--- config.mk ---
export PLATFORM = sky130hd
export DESIGN_NAME = software_timer_task_table
export DESIGN_NICKNAME = d
export VERILOG_FILES = /design/src/hdl/swtmr_pkg.sv /design/src/hdl/swtmr_ctrl.sv /design/src/hdl/swtmr_dp.sv /design/src/hdl/software_timer_task_table.sv
export SDC_FILE = /design/constraint.sdc
export NUM_CORES = 1
export LEC_CHECK = 0
export BUFFER_PORTS_ARGS = -buffer_cell sky130_fd_sc_hd__buf_2
export CAP_MARGIN = 0
export CORE_MARGIN = 1.5
export CORE_UTILIZATION = 42
export DETAILED_ROUTE_END_ITERATION = 7
export GPL_ROUTABILITY_DRIVEN = 0
export PLACE_DENSITY = 0.67
export SLEW_MARGIN = 20
export SYNTH_ARGS = -nofsm -noshare
export SYNTH_HDL_FRONTEND = slang
export SYNTH_SLANG_ARGS = --single-unit
--- constraint.sdc ---
create_clock -name clk_i -period 6.45 [get_ports clk_i]
set_input_delay 0.3225 -clock clk_i [delete_from_list [all_inputs] [get_ports clk_i]]
set_output_delay 0.3225 -clock clk_i [all_outputs]
set_load 0.02 [all_outputs]
--- src/hdl/swtmr_pkg.sv ---
// Shared types and constants for the software timer slot table.
package swtmr_pkg;

  localparam int SLOTS_DEF      = 8;
  localparam int TICK_WIDTH_DEF = 16;

  // At most this many slots fire on one dispatch
  localparam int RESULT_CAP = 8;
  localparam int FIRE_W     = $clog2(RESULT_CAP + 1);

  localparam int OP_W       = 3;
  localparam int SLOT_W     = 3;
  localparam int TICK_IN_W  = 16;
  localparam int IN_TDATA_W = 40;
  localparam int OUT_TDATA_W = 8;

  typedef enum logic [OP_W-1:0] {
    OP_REGISTER = 3'd0,
    OP_TICK     = 3'd1,
    OP_DISPATCH = 3'd2,
    OP_DELAY    = 3'd3,
    OP_SLEEP    = 3'd4,
    OP_WAKEUP   = 3'd5,
    OP_DELETE   = 3'd6
  } op_e;

  typedef enum logic [1:0] {
    MODE_FREE  = 2'd0,
    MODE_WAIT  = 2'd1,
    MODE_READY = 2'd2,
    MODE_SLEEP = 2'd3
  } mode_e;

  typedef enum logic [1:0] {
    ST_IDLE,
    ST_SWEEP,
    ST_RESULT
  } ctrl_state_e;

  typedef struct packed {
    logic start;
    logic run;
    logic emit_final;
  } dp_cmd_t;

  typedef struct packed {
    logic done;
    logic fired_any;
    logic out_free;
  } dp_sts_t;

endpackage

--- src/hdl/swtmr_ctrl.sv ---
// Sequencer for the timer table: accept, slot sweep, closing result.
module swtmr_ctrl (
  input  logic                clk_i,
  input  logic                rst_ni,
  input  logic                s_tvalid_i,
  output logic                s_tready_o,
  input  swtmr_pkg::dp_sts_t  sts_i,
  output swtmr_pkg::dp_cmd_t  cmd_o
);

  swtmr_pkg::ctrl_state_e state_q, state_d;

  always_comb begin
    state_d = state_q;
    unique case (state_q)
      swtmr_pkg::ST_IDLE: begin
        if (s_tvalid_i) state_d = swtmr_pkg::ST_SWEEP;
      end
      swtmr_pkg::ST_SWEEP: begin
        // a dispatch that fired has already loaded its last beat into the result register
        if (sts_i.done) begin
          state_d = sts_i.fired_any ? swtmr_pkg::ST_IDLE : swtmr_pkg::ST_RESULT;
        end
      end
      swtmr_pkg::ST_RESULT: begin
        if (sts_i.out_free) state_d = swtmr_pkg::ST_IDLE;
      end
      default: state_d = swtmr_pkg::ST_IDLE;
    endcase
  end

  always_comb begin
    s_tready_o       = 1'b0;
    cmd_o.start      = 1'b0;
    cmd_o.run        = 1'b0;
    cmd_o.emit_final = 1'b0;
    unique case (state_q)
      swtmr_pkg::ST_IDLE: begin
        s_tready_o  = 1'b1;
        cmd_o.start = s_tvalid_i;
      end
      swtmr_pkg::ST_SWEEP:  cmd_o.run = 1'b1;
      swtmr_pkg::ST_RESULT: cmd_o.emit_final = 1'b1;
      default: ;
    endcase
  end

  always_ff @(posedge clk_i or negedge rst_ni) begin
    if (!rst_ni) begin
      state_q <= swtmr_pkg::ST_IDLE;
    end else begin
      state_q <= state_d;
    end
  end

endmodule

--- src/hdl/swtmr_dp.sv ---
// Timer table datapath: slot modes, tick and period memories, sweep pipe, result register.
module swtmr_dp #(
  parameter int SLOTS      = swtmr_pkg::SLOTS_DEF,
  parameter int TICK_WIDTH = swtmr_pkg::TICK_WIDTH_DEF
) (
  input  logic                          clk_i,
  input  logic                          rst_ni,
  input  swtmr_pkg::dp_cmd_t            cmd_i,
  output swtmr_pkg::dp_sts_t            sts_o,
  input  logic [swtmr_pkg::OP_W-1:0]    op_i,
  input  logic [swtmr_pkg::SLOT_W-1:0]  idx_i,
  input  logic [TICK_WIDTH-1:0]         ticks_i,
  input  logic [TICK_WIDTH-1:0]         reload_i,
  input  logic                          m_tready_i,
  output logic                          m_tvalid_o,
  output logic                          m_status_o,
  output logic [swtmr_pkg::SLOT_W-1:0]  m_slot_o,
  output logic                          m_fired_o,
  output logic                          m_last_o
);

  localparam int IW   = (SLOTS > 1) ? $clog2(SLOTS) : 1;
  localparam int CW   = $clog2(SLOTS + 1);
  localparam int CMPW = (IW > swtmr_pkg::SLOT_W) ? IW : swtmr_pkg::SLOT_W;

  // item registers
  swtmr_pkg::op_e                op_q;
  logic [swtmr_pkg::SLOT_W-1:0]  idx_q;
  logic [TICK_WIDTH-1:0]         ticks_q;
  logic [TICK_WIDTH-1:0]         reload_q;

  // table
  swtmr_pkg::mode_e              mode_q [SLOTS];
  logic [TICK_WIDTH-1:0]         tick_mem [SLOTS];
  logic [TICK_WIDTH-1:0]         period_mem [SLOTS];
  logic [TICK_WIDTH-1:0]         tick_rd_q;
  logic [TICK_WIDTH-1:0]         period_rd_q;

  // sweep
  logic [CW-1:0]                 iss_q;
  logic                          proc_vld_q;
  logic [IW-1:0]                 proc_ptr_q;
  logic [swtmr_pkg::FIRE_W-1:0]  fire_cnt_q;
  logic                          found_q;
  logic                          err_q;
  logic [IW-1:0]                 res_slot_q;

  // result register
  logic                          out_vld_q;
  logic                          out_status_q;
  logic [swtmr_pkg::SLOT_W-1:0]  out_slot_q;
  logic                          out_fired_q;
  logic                          out_last_q;

  swtmr_pkg::mode_e              cur_mode;
  swtmr_pkg::mode_e              mode_new;
  logic                          issue;
  logic                          hit;
  logic [TICK_WIDTH-1:0]         dec_tick;
  logic [TICK_WIDTH-1:0]         tick_new;
  logic [SLOTS-1:0]              ready_above;
  logic                          fire_ok;
  logic                          need_emit;
  logic                          last_fire;
  logic                          out_free;
  logic                          adv;
  logic                          exec;
  logic                          mode_wr;
  logic                          tick_wr;
  logic                          period_wr;
  logic                          err_set;
  logic                          found_set;
  logic                          err_init;
  logic                          load_fire;
  logic                          load_final;

  always_comb begin
    unique case (swtmr_pkg::op_e'(op_i))
      swtmr_pkg::OP_REGISTER: err_init = 1'b1;  // cleared once a free slot is taken
      swtmr_pkg::OP_TICK,
      swtmr_pkg::OP_DISPATCH: err_init = 1'b0;
      swtmr_pkg::OP_DELAY,
      swtmr_pkg::OP_SLEEP,
      swtmr_pkg::OP_WAKEUP,
      swtmr_pkg::OP_DELETE:   err_init = (int'(idx_i) >= SLOTS);
      default:                err_init = 1'b1;
    endcase
  end

  always_comb begin
    cur_mode  = mode_q[proc_ptr_q];
    issue     = (iss_q < CW'(SLOTS));
    hit       = (CMPW'(proc_ptr_q) == CMPW'(idx_q));
    dec_tick  = (tick_rd_q == '0) ? '0 : tick_rd_q - TICK_WIDTH'(1);
    for (int k = 0; k < SLOTS; k++) begin
      ready_above[k] = (mode_q[k] == swtmr_pkg::MODE_READY) && (IW'(k) > proc_ptr_q);
    end
    fire_ok   = (fire_cnt_q < swtmr_pkg::FIRE_W'(swtmr_pkg::RESULT_CAP));
    need_emit = proc_vld_q && (op_q == swtmr_pkg::OP_DISPATCH) &&
                (cur_mode == swtmr_pkg::MODE_READY) && fire_ok;
    last_fire = (fire_cnt_q == swtmr_pkg::FIRE_W'(swtmr_pkg::RESULT_CAP - 1)) ||
                !(|ready_above);
    out_free  = !out_vld_q || m_tready_i;
    // the pipe holds while a fired beat cannot get into the result register
    adv       = cmd_i.run && !(need_emit && !out_free);
    exec      = adv && proc_vld_q;
  end

  always_comb begin
    mode_wr   = 1'b0;
    mode_new  = cur_mode;
    tick_wr   = 1'b0;
    tick_new  = ticks_q;
    period_wr = 1'b0;
    err_set   = 1'b0;
    found_set = 1'b0;
    if (exec) begin
      unique case (op_q)
        swtmr_pkg::OP_REGISTER: begin
          if (!found_q && (cur_mode == swtmr_pkg::MODE_FREE)) begin
            mode_wr   = 1'b1;
            mode_new  = swtmr_pkg::MODE_WAIT;
            tick_wr   = 1'b1;
            period_wr = 1'b1;
            found_set = 1'b1;
          end
        end
        swtmr_pkg::OP_TICK: begin
          if (cur_mode == swtmr_pkg::MODE_WAIT) begin
            tick_wr  = 1'b1;
            tick_new = dec_tick;
            if (dec_tick == '0) begin
              mode_wr  = 1'b1;
              mode_new = swtmr_pkg::MODE_READY;
            end
          end
        end
        swtmr_pkg::OP_DISPATCH: begin
          if (need_emit) begin
            mode_wr = 1'b1;
            if (period_rd_q != '0) begin
              tick_wr  = 1'b1;
              tick_new = period_rd_q;
              mode_new = swtmr_pkg::MODE_WAIT;
            end else begin
              mode_new = swtmr_pkg::MODE_FREE;
            end
          end
        end
        swtmr_pkg::OP_DELAY: begin
          if (hit) begin
            if (cur_mode == swtmr_pkg::MODE_FREE) begin
              err_set = 1'b1;
            end else begin
              tick_wr  = 1'b1;
              mode_wr  = 1'b1;
              mode_new = swtmr_pkg::MODE_WAIT;
            end
          end
        end
        swtmr_pkg::OP_SLEEP: begin
          if (hit) begin
            if ((cur_mode == swtmr_pkg::MODE_FREE) || (cur_mode == swtmr_pkg::MODE_SLEEP)) begin
              err_set = 1'b1;
            end else begin
              mode_wr  = 1'b1;
              mode_new = swtmr_pkg::MODE_SLEEP;
            end
          end
        end
        swtmr_pkg::OP_WAKEUP: begin
          if (hit) begin
            if (cur_mode != swtmr_pkg::MODE_SLEEP) begin
              err_set = 1'b1;
            end else begin
              mode_wr  = 1'b1;
              mode_new = swtmr_pkg::MODE_READY;
            end
          end
        end
        swtmr_pkg::OP_DELETE: begin
          if (hit) begin
            if (cur_mode == swtmr_pkg::MODE_FREE) begin
              err_set = 1'b1;
            end else begin
              mode_wr  = 1'b1;
              mode_new = swtmr_pkg::MODE_FREE;
            end
          end
        end
        default: ;
      endcase
    end
  end

  assign load_fire  = exec && need_emit;
  assign load_final = cmd_i.emit_final && out_free;

  assign sts_o.done      = (iss_q == CW'(SLOTS)) && (!proc_vld_q || adv);
  assign sts_o.fired_any = (fire_cnt_q != '0) || load_fire;
  assign sts_o.out_free  = out_free;

  // tick and period stores: ticks and period of a free slot are never used,
  // so they carry no reset
  always_ff @(posedge clk_i) begin
    if (tick_wr)   tick_mem[proc_ptr_q]   <= tick_new;
    if (period_wr) period_mem[proc_ptr_q] <= reload_q;
    if (adv && issue) begin
      tick_rd_q   <= tick_mem[iss_q[IW-1:0]];
      period_rd_q <= period_mem[iss_q[IW-1:0]];
    end
  end

  always_ff @(posedge clk_i) begin
    if (cmd_i.start) begin
      op_q       <= swtmr_pkg::op_e'(op_i);
      idx_q      <= idx_i;
      ticks_q    <= ticks_i;
      reload_q   <= reload_i;
      res_slot_q <= '0;
    end else if (found_set) begin
      res_slot_q <= proc_ptr_q;
    end
    if (adv && issue) proc_ptr_q <= iss_q[IW-1:0];
    if (load_fire || load_final) begin
      out_status_q <= load_fire ? 1'b0 : err_q;
      out_slot_q   <= load_fire ? swtmr_pkg::SLOT_W'(proc_ptr_q)
                                : swtmr_pkg::SLOT_W'(res_slot_q);
      out_fired_q  <= load_fire;
      out_last_q   <= load_fire ? last_fire : 1'b1;
    end
  end

  always_ff @(posedge clk_i or negedge rst_ni) begin
    if (!rst_ni) begin
      for (int k = 0; k < SLOTS; k++) mode_q[k] <= swtmr_pkg::MODE_FREE;
      iss_q      <= CW'(SLOTS);
      proc_vld_q <= 1'b0;
      fire_cnt_q <= '0;
      found_q    <= 1'b0;
      err_q      <= 1'b0;
      out_vld_q  <= 1'b0;
    end else begin
      if (mode_wr) mode_q[proc_ptr_q] <= mode_new;
      if (cmd_i.start) begin
        iss_q      <= '0;
        proc_vld_q <= 1'b0;
        fire_cnt_q <= '0;
        found_q    <= 1'b0;
        err_q      <= err_init;
      end else begin
        if (adv) begin
          proc_vld_q <= issue;
          if (issue) iss_q <= iss_q + CW'(1);
        end
        if (load_fire) fire_cnt_q <= fire_cnt_q + swtmr_pkg::FIRE_W'(1);
        if (found_set) begin
          found_q <= 1'b1;
          err_q   <= 1'b0;
        end else if (err_set) begin
          err_q <= 1'b1;
        end
      end
      if (load_fire || load_final) out_vld_q <= 1'b1;
      else if (m_tready_i)         out_vld_q <= 1'b0;
    end
  end

  assign m_tvalid_o = out_vld_q;
  assign m_status_o = out_status_q;
  assign m_slot_o   = out_slot_q;
  assign m_fired_o  = out_fired_q;
  assign m_last_o   = out_last_q;

endmodule

--- src/hdl/software_timer_task_table.sv ---
// Software timer slot table: register, tick, dispatch, delay, sleep, wake-up and delete
// operations on SLOTS timer slots. One operation is taken at a time; each one sweeps the
// slot memories one slot per cycle while no fired result beat waits on the output side,
// and the block takes no new beat until the sweep has finished and its last result beat
// has been loaded into the result register.
// Every operation answers with one result beat, except a dispatch that fires slots: it
// sends one beat per fired slot in slot order, at most eight, the last with tlast set.
module software_timer_task_table #(
  parameter int SLOTS      = swtmr_pkg::SLOTS_DEF,
  parameter int TICK_WIDTH = swtmr_pkg::TICK_WIDTH_DEF
) (
  input  logic                               clk_i,
  input  logic                               rst_ni,
  input  logic                               s_axis_tvalid_i,
  output logic                               s_axis_tready_o,
  // slot_index [2:0], tick_count [18:3], reload_value [34:19], zero fill
  input  logic [swtmr_pkg::IN_TDATA_W-1:0]   s_axis_tdata_i,
  // operation [2:0]
  input  logic [swtmr_pkg::OP_W-1:0]         s_axis_tuser_i,
  output logic                               m_axis_tvalid_o,
  input  logic                               m_axis_tready_i,
  // status [0], result_slot [3:1], zero fill
  output logic [swtmr_pkg::OUT_TDATA_W-1:0]  m_axis_tdata_o,
  // fired [0]
  output logic [0:0]                         m_axis_tuser_o,
  output logic                               m_axis_tlast_o
);

  swtmr_pkg::dp_cmd_t            cmd;
  swtmr_pkg::dp_sts_t            sts;
  logic                          out_status;
  logic [swtmr_pkg::SLOT_W-1:0]  out_slot;
  logic                          out_fired;

  swtmr_ctrl u_ctrl (
    .clk_i      (clk_i),
    .rst_ni     (rst_ni),
    .s_tvalid_i (s_axis_tvalid_i),
    .s_tready_o (s_axis_tready_o),
    .sts_i      (sts),
    .cmd_o      (cmd)
  );

  swtmr_dp #(
    .SLOTS      (SLOTS),
    .TICK_WIDTH (TICK_WIDTH)
  ) u_dp (
    .clk_i      (clk_i),
    .rst_ni     (rst_ni),
    .cmd_i      (cmd),
    .sts_o      (sts),
    .op_i       (s_axis_tuser_i),
    .idx_i      (s_axis_tdata_i[2:0]),
    .ticks_i    (TICK_WIDTH'(s_axis_tdata_i[18:3])),
    .reload_i   (TICK_WIDTH'(s_axis_tdata_i[34:19])),
    .m_tready_i (m_axis_tready_i),
    .m_tvalid_o (m_axis_tvalid_o),
    .m_status_o (out_status),
    .m_slot_o   (out_slot),
    .m_fired_o  (out_fired),
    .m_last_o   (m_axis_tlast_o)
  );

  assign m_axis_tdata_o = {4'b0000, out_slot, out_status};
  assign m_axis_tuser_o = out_fired;

  // an accepted beat always starts a sweep, so the input closes next cycle
  a_busy_after_accept: assert property (@(posedge clk_i) disable iff (!rst_ni)
    s_axis_tvalid_i && s_axis_tready_o |=> !s_axis_tready_o)
    else $error("input still open after accepting a beat");

  // a fired slot beat never reports an error
  a_fired_ok: assert property (@(posedge clk_i) disable iff (!rst_ni)
    m_axis_tvalid_o && m_axis_tuser_o[0] |-> !m_axis_tdata_o[0])
    else $error("fired beat carries error status");

  // beats that name no fired slot are always the closing beat of their operation
  a_plain_is_last: assert property (@(posedge clk_i) disable iff (!rst_ni)
    m_axis_tvalid_o && !m_axis_tuser_o[0] |-> m_axis_tlast_o)
    else $error("non-fired beat without tlast");

  // the closing result is only loaded once the sweep has finished
  a_final_after_sweep: assert property (@(posedge clk_i) disable iff (!rst_ni)
    cmd.emit_final |-> !cmd.run && !cmd.start)
    else $error("closing result requested during a sweep");

endmodule

==> results.md, run 1 <==
* Share of cells above drive strength 1 at 25.46%
* Worst-Margin Slew at ~1.1 ns
* TritonCTS clock tree: yes
* Post-synthesis cell area at 15310 sq um
* PnR worst setup slack at around 1.6 ns
* Largest family of logic cells by synthesized area: multiplexers
* Chip height at between 150 and 200 um
* Mux cell area share after synthesis at around 13%
* Finish-stage setup viols at 0
* DP Wirelength at ~19000 um
* Largest net degree at the start of global routing at 50
* DRT Pass-1 Iters at 7
* Crit Path Category: reg2reg
* CTS Buf Count at 39
* Crit Path Max Fanout at 19
* Bufs on Longest Clock Path at 3
* Number of H-tree levels at 2
* Seq/Total Area, Yosys at between 70% and 80%
* Peak VDD IR at just under 0.2 mV
* R2R setup slack at ~1.6 ns
* Dpl ws at around 1.7 ns
* Yosys cell types at 71
* Chip Width at around 190 um
* Core area at approximately 36000 sq um
* Antenna cell count at 0
* Worst hold path depth at 3
* Worst Hold Class: in2reg
* Hold Path Sink: u_ctrl.state_q[0]$_DFFE_PN0P_
* ANT nets after route at 0
* Max-capacitance violation count at 0
* Final net count at 1058
* Top_reg_cell synth: edfxtp_1
* Starting Density at a little over two fifths
* RSZ-0062 raised after global routing: false
* First-pass GRT wire length at 48780 um
* IO Count at 59
* Final WL at 31450 um
* Final hold violations at 0
* CP arrival at 5.22 ns
* Slew Limit Fails at 0
* Failing checks: design-rule violations
* Worst reg2reg startpoint: u_dp.proc_ptr_q[1]$_DFFE_PP_
* Worst min-delay path startpoint: s_axis_tvalid_i
* Pleak at just under 0.006 uW
* R2R cell count at 12
* Element type at the critical path end: flop
* Crit path time final at ~4.8 ns
* Post-route DRC violation count at 4
* Wire length per cell at around 21 um
* Vias in the first global route at 8479
* Mapped Cells at 890
* Simple-Gate Fraction of Synth Area at 6.324%
* Setup TNS at 0 ns
* Die area at roughly 38000 sq um
* Critical Path RT at slightly below 7 ns
* Total track usage at between 10% and 20%
* FF+latch count, synth at ~370
* Async SR Flop Fraction at about 8.2%
* Clock sinks at roughly 370
* RR Endpoint: u_dp.mode_q[4]$_DFFE_PN0P_
* Max Freq at between 0.2 and 0.25 GHz
* Initial antenna violation count at 0
* CTS clock-pin slew for the worst setup and hold paths at roughly 0.06 ns
* Compound-cell area share of the yosys netlist at 5.164%
* Syn-to-layout area delta at 15.97%
* Ys Warns at 0
* Status: finished with violations
* # rows at 69
* DR vias at between 8000 and 9000
* Vias per inst at about 5.5
* CP Launch Type: flop
* Period utilization at 74.42%
* Root Driver: clkbuf_16
* Clock Latency Late Sink at ~0.54 ns
* Slew margin rel. at ~28%
* Syn avg cell area at around 17 sq um
* EDFF count, synth at around 340
* P per Cell Area at between 300 and 400 nW/um^2
* Max Clock Skew at approximately 0.015 ns
* First-iteration detailed-routing DRC count at roughly 620
* Remaining global-route overflow at 0
* PostCTS Resize Cnt at 0
* Xor/xnor share of the synthesized area at 1.201%
* I/O Buffers at 49
* Adder-cell share of the synthesized area at 0.8988%
==> routing by layer <==
layer / track usage, % / routed length (um) / part of all wire [%]
met5: 0 / 0 / 0
met4: 4.340 / 674 / 2.1
met3: 2.783 / 1570 / 5.0
met2: 28.99 / 15650 / 50
met1: 22.62 / 13560 / 43
==> synthesized netlist by cell type (4+ instances only) <==
| master | n | area, sq um |
|---|---|---|
| nor2_1 | 40 | 150.1 |
| nor3_1 | 11 | 55.05 |
| clkbuf_1 | 22 | 82.58 |
| nor2b_1 | 8 | 50.05 |
| edfxtp_1 | 335 | 10060 |
| ha_1 | 11 | 137.6 |
| a211o_1 | 4 | 35.03 |
| xnor2_1 | 10 | 87.58 |
| nand3_1 | 22 | 110.1 |
| dfrtp_1 | 29 | 725.7 |
| a22oi_1 | 18 | 135.1 |
| nand4b_1 | 4 | 35.03 |
| nand3b_1 | 4 | 30.03 |
| mux2_2 | 32 | 360.4 |
| buf_4 | 8 | 60.06 |
| nand2_1 | 45 | 168.9 |
| a21oi_1 | 12 | 60.06 |
| buf_1 | 9 | 33.78 |
| o22ai_1 | 8 | 50.05 |
| mux4_2 | 65 | 1464 |
| xor2_1 | 11 | 96.34 |
| nor4_1 | 8 | 50.05 |
| nor3_2 | 7 | 70.07 |
| a2bb2oi_1 | 8 | 70.07 |
| nand2b_1 | 7 | 43.79 |
| mux2_4 | 8 | 120.1 |
| o21ai_0 | 29 | 145.1 |
| inv_1 | 36 | 135.1 |
| o21ai_1 | 9 | 45.04 |
| buf_2 | 4 | 20.02 |
==> critical path: stages, from the launching register on <==
cell and delay [ns]:
edfxtp_1 0.84, clkinv_1 0.49, a21oi_1 0.23, a21oi_1 0.06
a221oi_1 0.58, ha_1 0.56, buf_4 0.30, nand4b_1 0.11
nor4_1 0.28, nand2_2 0.13, o311a_4 0.49, nor4_4 0.28
mux2_4 0.32
==> cell usage in the layout (no fill, tap or decap), drive strengths merged, types with 38 or more instances in the layout <==
cell type / n
mux2: 40
edfxtp: 335
nor2: 40
clkbuf: 49
dlygate4sd3: 39
mux4: 65
buf: 74
inv: 38
nand2: 48
o21ai: 39
==> through the flow <==
stage / hold slack, ns / util, % / total power (uW) / instance area (sq um) / cells
finish: 0.2043 / 49.69 / 6955 / 17760 / 1490
global route: 0.2436 / 49.69 / 7264 / 17760 / 1490
CTS: 0.2112 / 49.67 / 7014 / 17750 / 1490
detailed placement: 0.4191 / 45.11 / 4824 / 16120 / 1381
global placement: 0.4084 / 45.11 / 4798 / 16120 / 1381
floorplan: 0.02691 / - / 4390 / 15320 / 893
==> how the worst max path moves through the flow <==
stage / end / cells past startpoint / slack [ns] / start
after floorplan: u_dp.iss_q[2]$_DFFE_PN0P_ / 13 / 1.85 / u_dp.proc_ptr_q[0]$_DFFE_PP_
after global placement: u_dp.tick_mem[2][14]$_DFFE_PP_ / 10 / 1.79 / u_dp.proc_ptr_q[1]$_DFFE_PP_
after detailed placement: u_dp.tick_mem[7][14]$_DFFE_PP_ / 10 / 1.65 / u_dp.proc_ptr_q[1]$_DFFE_PP_
after CTS: u_dp.tick_mem[2][14]$_DFFE_PP_ / 10 / 1.59 / u_dp.proc_ptr_q[1]$_DFFE_PP_
after global routing: u_dp.mode_q[12]$_DFFE_PN0P_ / 12 / 1.29 / u_dp.proc_ptr_q[1]$_DFFE_PP_
final: u_dp.mode_q[4]$_DFFE_PN0P_ / 12 / 1.65 / u_dp.proc_ptr_q[1]$_DFFE_PP_
==> final cells by class <==
class | count | area, sq um
Multi-Input combinational cell | 441 | 4103
Tap cell | 461 | 576.8
Clock buffer | 49 | 1023
Sequential cell | 368 | 10880
Timing Repair Buffer | 113 | 823.3
Fill cell | 2967 | 17980
Clock inverter | 21 | 216.5
Inverter | 37 | 138.9
==> timing repair <==
item / CTS / global route
buffers inserted: 0 / 0
endpoints found under the hold margin: 67 / 0
hold buffers: 39 / 0
==> power by group <==
group          switching, uW  internal (uW)  leakage [uW]
clock                    901           1260      0.000606
combinational            724            660       0.00187
sequential               402           3010       0.00347
total                   2030           4930       0.00594
==> state kept, by name, indices dropped and copies added (netlist names), 4 cells and up <==
| signal | cells |
|---|---|
| u_dp.period_mem | 128 |
| u_dp.tick_rd_q | 16 |
| u_dp.mode_q | 16 |
| u_dp.tick_mem | 128 |
| u_dp.period_rd_q | 16 |
| u_dp.iss_q | 4 |
| u_dp.fire_cnt_q | 4 |
| u_dp.reload_q | 16 |
| u_dp.ticks_q | 16 |
==> cell families after synthesis <==
kind of cell,count (synthesis)
flip-flops,368
AND/OR/NAND/NOR,182
AO/OA/AOI/OAI,115
multiplexers,108
buffers and inverters,84
XOR/XNOR,21
adder cells (fa/ha/maj),11
other,1
(Power assumes the default switching activity.)
==> run 2, diff against run 1 <==
==> constraint.sdc (replaced) <==
create_clock -name clk_i -period 5 [get_ports clk_i]
set_input_delay 0.25 -clock clk_i [delete_from_list [all_inputs] [get_ports clk_i]]
set_output_delay 0.25 -clock clk_i [all_outputs]
set_load 0.02 [all_outputs]
==> run 2 against run 1 <==
  * Non-clock buffer count increased by 8
  * Critical path depth up 2
  * Final cell count up 0.34%
  * Via count about the same
  * Critical endpoint unchanged
  * Largest cell class unchanged
  * Maximum frequency grew 11%
  * Sequential share of layout area decreased by 0.22 points
  * The run still ends with design-rule violations left
  * Power increased by 30%
  * Combinational power grew 36%
  * Highest routed layer unchanged
  * Clock power rose by 29%
  * Global-route usage shrank 0.41 points
==> results.md, run 2 (same netlist as run 1, synthesis figures left out) <==
* Worst min-delay path startpoint: s_axis_tvalid_i
* Int Power at 6419 uW (+30%)
* Clock Latency Late Sink at 0.54 ns (about the same)
* Number of H-tree levels at 2 (unchanged)
* Slew margin rel. at 29.64% (+1.8 points)
* CTS clock-pin slew for the worst setup and hold paths at 0.06 ns (about the same)
* Setup TNS at 0 ns (unchanged)
* Reg power frac at 48.3% (-0.8 points)
* Pleak at 0.005981 uW (+0.72%)
* Total track usage at 16.52% (-0.41 points)
* Element type at the critical path end: flop
* PostCTS Resize Cnt at 0 (unchanged)
* Post-route DRC violation count at 4 (unchanged)
* Cell mode on critical path: a21oi_1
* Remaining global-route overflow at 0 (unchanged)
* Finished Cell Area at 17820 sq um (+0.35%)
* Post-CTS Hold Buffers at 39 (unchanged)
* Max Clock Skew at 0.01697 ns (+0.001935 ns)
* Worst reg2reg startpoint: u_dp.proc_ptr_q[1]$_DFFE_PP_
* Worst-Margin Slew at 1.055 ns (-0.02665 ns)
* CP Launch Type: flop
* Status: finished with violations
* Failing checks: design-rule violations
* Post-CTS setup buffers at 0 (unchanged)
* Share of cells above drive strength 1 at 25.92% (+0.46 points)
* Vias per inst at 5.434 (-0.43%)
* Crit path max-delay family: compound AO/OA/AOI/OAI gates
* Switching Power at 2592 uW (+28%)
* Period utilization at 86.18% (+12 points)
* Comb power frac at 20.8% (+0.9 points)
* Die area at 37610 sq um (unchanged)
* Final WL at 30710 um (-2.4%)
* Root Driver: clkbuf_16
* Crit path from: u_dp.proc_ptr_q[1]$_DFFE_PP_
* Buffer and inverter count on the worst path at 3 (+1)
* RSZ-0062 raised after global routing: false
* First-iteration detailed-routing DRC count at 583 (-6.3%)
* Wire length per cell at 20.54 um (-2.7%)
* Peak VDD IR at 0.2503 mV (+27%)
* DP Wirelength at 19080 um (+1.0%)
* Bufs on Longest Clock Path at 3 (unchanged)
* Crit Path Category: reg2reg
* Top Registers: u_dp.period_mem x128, u_dp.tick_mem x128
* Clock Power Share at 31.0% (about the same)
* Final hold slack at 0.1235 ns (-0.08079 ns)
* First-pass GRT wire length at 47500 um (-2.6%)
* Fillcell total at 2954 (-0.44%)
* Crit path time final at 4.309 ns (-0.4914 ns)
* Core area at 35740 sq um (unchanged)
* Final hold violations at 0 (unchanged)
* Starting Density at 42.84% (unchanged)
* # rows at 69 (unchanged)
* Commonest cells after routing, fill and taps aside: edfxtp_1 (335), mux4_2 (65), buf_2 (49), nand2_1 (45)
* Crit-path slowest cell: edfxtp_1
* ANT nets after route at 0 (unchanged)
* Clock sinks at 368 (unchanged)
* Dpl ws at 0.7439 ns (-0.9087 ns)
* Worst Hold Class: in2reg
* Antenna cell count at 0 (unchanged)
* Final net count at 1065 (+0.66%)
* Placed cells at 1389 (+0.58%)
* Commonest non-fill, non-tap cell in the layout: edfxtp_1
* P per Cell Area at 505.6 nW/um^2 (+29%)
* PnR worst setup slack at 0.6910 ns (-0.9586 ns)
* Slew Limit Fails at 0 (unchanged)
* Chip Width at 193.9 um (unchanged)
* DR vias at 8124 (-0.098%)
* Max Freq at 0.2321 GHz (+11%)
* CTS Buf Count at 38 (-2.6%)
* Vias in the first global route at 8230 (-2.9%)
* Max-capacitance violation count at 0 (unchanged)
* Chip height at 193.9 um (unchanged)
* Cell Chain, Critical Path: clkinv_1 > a21oi_1 > a21oi_1 > a221oi_1 > inv_1 > ha_1 > nand4b_1 > o311ai_2 > buf_4 > a31oi_1 > nand2_1 > o311a_4 > nor4_4 > mux2_4
* Critical Path RT at 5.41 ns (-1.46 ns)
* Syn-to-layout area delta at 16.38%
* DRT Pass-1 Iters at 7 (unchanged)
* Non-filler cells, final at 1495 (+0.34%)
* Largest net degree at the start of global routing at 37 (-26%)
* R2R setup slack at 0.69 ns (-0.96 ns)
* Initial antenna violation count at 0 (unchanged)
* I/O Buffers at 49 (unchanged)
* Worst path max stage delay at 0.63 ns (-0.21 ns)
* Placed inst area at 16190 sq um (+0.45%)
* IO Count at 59 (unchanged)
* CP arrival at 4.72 ns (-0.50 ns)
* Crit Path Max Fanout at 21 (+2)
* Switching Share at 28.76% (-0.39 points)
* TritonCTS clock tree: yes
* Finish-stage setup viols at 0 (unchanged)
==> run 2: power groups by stage <==
stage	clock network, uW	logic (uW)	registers (uW)
after CTS	2860	1900	4350
final	2790	1870	4350
after floorplan	0	1550	4120
after detailed placement	0	1870	4410
after global placement	0	1840	4400
after global routing	2970	2060	4400
==> run 2: area by class of cell <==
type                    instances  area (sq um)  share of cell area [%]
multi-input cells             441          4095                   22.98
clock buffers                  48         998.5                   5.602
inverters                      37         138.9                  0.7793
repair buffers                121         895.9                   5.027
clock inverters                19         239.0                   1.341
well taps                     461         576.8                   3.236
flip-flops and latches        368         10880                   61.04
==> run 2: final timing paths <==
| kind | endpoint | depth (start not counted) |
|---|---|---|
| hold reg to reg | u_dp.res_slot_q[2]$_SDFFE_PP0P_ | 2 |
| min in group asynchronous | u_dp.fire_cnt_q[1]$_DFFE_PN0P_ | 2 |
| setup reg to reg | u_dp.mode_q[4]$_DFFE_PN0P_ | 14 |
| setup / recovery | u_dp.mode_q[4]$_DFFE_PN0P_ | 14 |
| max in group asynchronous | u_dp.iss_q[0]$_DFFE_PN0P_ | 2 |
| hold / removal | u_ctrl.state_q[0]$_DFFE_PN0P_ | 3 |
==> run 2: metrics by stage <==
stage	utilization (%)	power, uW
detailed placement	45.31	6281
global route	49.86	9429
CTS	49.86	9112
global placement	45.31	6248
floorplan	-	5663
finish	49.86	9011
==> run 2: metal layers <==
layer	vias up	GRT usage [%]	part of all wire, %
li1	3733	-	-
met1	4144	22.11	44
met2	198	27.88	49
met3	49	2.922	4.7
met4	0	4.688	2.3
met5	-	0	0
==> run 2: worst reg2reg max path: cells and delay by family (launching register included) <==
| kind | cells | cell delay [ns] |
|---|---|---|
| buffers and inverters | 3 | 0.78 |
| flip-flops | 1 | 0.63 |
| adder cells (fa/ha/maj) | 1 | 0.23 |
| AO/OA/AOI/OAI | 6 | 1.59 |
| AND/OR/NAND/NOR | 3 | 0.63 |
| multiplexers | 1 | 0.33 |
==> run 3, diff against run 2 <==
--- a/config.mk
+++ b/config.mk
@@ -12,6 +12,8 @@
 export DETAILED_ROUTE_END_ITERATION = 7
 export GPL_ROUTABILITY_DRIVEN = 0
 export PLACE_DENSITY = 0.67
+export RECOVER_POWER = 100
+export REMOVE_ABC_BUFFERS = 1
 export SLEW_MARGIN = 20
 export SYNTH_ARGS = -nofsm -noshare
 export SYNTH_HDL_FRONTEND = slang
==> run 3 against run 2 <==
  * The flow finishes with violations (max-capacitance violations, max-slew violations)
  * Maximum frequency decreased by 3.7%
  * Critical path type unchanged
  * Sequential share of layout area increased by 0.75 points
  * Sequential cell count unchanged
  * Clock skew about the same
  * Worst setup slack got worse by 0.17 ns
  * Core utilization decreased by 0.63 points
  * Critical path depth decreased by 2
  * Critical endpoint is now u_dp.mode_q[12]$_DFFE_PN0P_
  * Largest power group unchanged
==> results.md, run 3 (same netlist as run 1, synthesis figures left out) <==
* Worst Hold Class: in2reg
* Period utilization at 89.48% (+3.3 points)
* Syn-to-layout area delta at 14.90%
* Placed cells at 1386 (-0.22%)
* Peak VDD IR at 0.3313 mV (+32%)
* Worst-Margin Slew at 2.268 ns (+1.212 ns)
* Slew margin rel. at -51.17% (-81 points)
* Commonest cells after routing, fill and taps aside: edfxtp_1 (335), mux4_2 (65), nand2_1 (45), nor2_1 (39), dlygate4sd3_1 (39)
* Failing checks: max-capacitance violations, max-slew violations
* Vias per inst at 5.394 (-0.73%)
* Bufs on Longest Clock Path at 3 (unchanged)
* I/O Buffers at 49 (unchanged)
* Die area at 37610 sq um (unchanged)
* P per Cell Area at 498.4 nW/um^2 (-1.4%)
* Clock Latency Late Sink at 0.53 ns (about the same)
* Placed inst area at 16170 sq um (-0.14%)
* Remaining global-route overflow at 0 (unchanged)
* Final WL at 30370 um (-1.1%)
* Worst path max stage delay at 0.69 ns (+0.06 ns)
* Post-CTS setup buffers at 0 (unchanged)
* Post-Route Utilization at 49.23% (-0.63 points)
* Final hold violations at 0 (unchanged)
* Max-capacitance violation count at 5 (+5)
* Root Driver: clkbuf_16
* Largest net degree at the start of global routing at 37 (unchanged)
* Non-filler cells, final at 1494 (-0.067%)
* Top Registers: u_dp.period_mem x128, u_dp.tick_mem x128
* Chip Width at 193.9 um (unchanged)
* Crit Path Max Fanout at 15 (-29%)
* Buffer and inverter count on the worst path at 1 (-2)
* Setup TNS at 0 ns (unchanged)
* First-iteration detailed-routing DRC count at 639 (+9.6%)
* Critical Path RT at 5.41 ns (about the same)
* Element type at the critical path end: flop
* CP Launch Type: flop
* Starting Density at 42.84% (unchanged)
* Final net count at 1062 (-0.28%)
* Cell Chain, Critical Path: mux4_2 > and2_1 > a221oi_1 > inv_1 > ha_1 > nand4b_1 > o311ai_0 > a31oi_1 > nand2_1 > o311a_1 > nor3_2 > mux2_2
* CP arrival at 4.88 ns (+0.16 ns)
* Post-route DRC violation count at 0 (-4)
* Finish-stage setup viols at 0 (unchanged)
* Total track usage at 16.37% (-0.15 points)
* Crit Path Category: reg2reg
* Vias in the first global route at 8394 (+2.0%)
* Crit path max-delay family: compound AO/OA/AOI/OAI gates
* Finished Cell Area at 17600 sq um (-1.3%)
* Status: finished with violations
* Chip height at 193.9 um (unchanged)
* DRT Pass-1 Iters at 5 (-2)
* Core area at 35740 sq um (unchanged)
* Pleak at 0.005867 uW (-1.9%)
* IO Count at 59 (unchanged)
* Initial antenna violation count at 0 (unchanged)
* DR vias at 8059 (-0.80%)
* Clock sinks at 368 (unchanged)
* RSZ-0062 raised after global routing: false
* Number of H-tree levels at 2 (unchanged)
* CTS clock-pin slew for the worst setup and hold paths at 0.06 ns (about the same)
* Antenna cell count at 0 (unchanged)
* Wire length per cell at 20.33 um (-1.0%)
* DP Wirelength at 18420 um (-3.5%)
* # rows at 69 (unchanged)
* TritonCTS clock tree: yes
* Fillcell total at 2954 (unchanged)
* ANT nets after route at 0 (unchanged)
* Crit-path slowest cell: edfxtp_1
* Slew Limit Fails at 178 (+178)
* Max Freq at 0.2235 GHz (-3.7%)
* Final hold slack at 0.1352 ns (+0.01172 ns)
* Max Clock Skew at 0.01744 ns (+0.0004692 ns)
* Crit path time final at 4.474 ns (+0.1652 ns)
* First-pass GRT wire length at 47730 um (+0.48%)
* Commonest non-fill, non-tap cell in the layout: edfxtp_1
* PostCTS Resize Cnt at 0 (unchanged)
* Share of cells above drive strength 1 at 22.17% (-3.8 points)
* CTS Buf Count at 38 (unchanged)
-- run 3: cell count changes in the layout (fill, tap and decap cells not counted), sizes merged --
cell and delta:
clkbuf +26, inv -1, bufinv -3, clkinvlp +1
clkinv +8, buf -32
-- run 3: tightest hold or removal path, delay by kind of cell --
| kind | cells | cell delay, ns |
|---|---|---|
| and+or+nand+nor | 2 | 0.29 |
| buffers and inverters | 1 | 0.07 |
-- run 3: final timing paths --
path | startpoint | end | slack (ns) | cells after the start
worst max-delay path | u_dp.proc_ptr_q[0]$_DFFE_PP_ | u_dp.mode_q[12]$_DFFE_PN0P_ | 0.53 | 12
worst min-delay path | s_axis_tvalid_i | u_ctrl.state_q[0]$_DFFE_PN0P_ | 0.14 | 3
worst max register to register | u_dp.proc_ptr_q[0]$_DFFE_PP_ | u_dp.mode_q[12]$_DFFE_PN0P_ | 0.53 | 12
worst min register to register | u_dp.res_slot_q[2]$_SDFFE_PP0P_ | u_dp.res_slot_q[2]$_SDFFE_PP0P_ | 0.48 | 2
max in group asynchronous | rst_ni | u_dp.mode_q[1]$_DFFE_PN0P_ | 3.33 | 2
min in group asynchronous | rst_ni | u_dp.fire_cnt_q[1]$_DFFE_PN0P_ | 0.70 | 2
-- run 3: timing repair --
item	CTS	global route
hold buffers	39	0
endpoints found under the setup margin	0	0
hold endpoints to repair	67	0
-- run 3: area by class of cell --
| class | count | area, sq um | share of cell area (%) |
|---|---|---|---|
| flip-flops and latches | 368 | 10870 | 61.79 |
| multi-input cells | 441 | 4044 | 22.98 |
| clock buffers | 45 | 977.2 | 5.554 |
| repair buffers | 118 | 817.0 | 4.643 |
| well taps | 461 | 576.8 | 3.278 |
| clock inverters | 24 | 170.2 | 0.9671 |
| inverters | 37 | 138.9 | 0.7893 |
-- run 3: report_power, final --
part,internal (uW),switching [uW],total (uW)
Combinational,876,941,1820
Clock,1460,1130,2590
Sequential,3880,483,4360
-- run 3: through the flow --
step	total power, uW	worst slack [ns]
2_1_floorplan	5630	0.2295
3_3_place_gp	6224	0.8383
3_5_place_dp	6246	0.7025
4_1_cts	8874	0.6742
5_1_grt	9188	0.1937
6_report	8769	0.5258
-- run 3: metal layers --
metal / track usage (%) / up-vias / wire length (um)
met5: 0 / - / 0
met2: 28.20 / 193 / 15260
met3: 2.540 / 57 / 1328
met4: 4.630 / 0 / 693
li1: - / 3730 / -
met1: 21.67 / 4079 / 13090
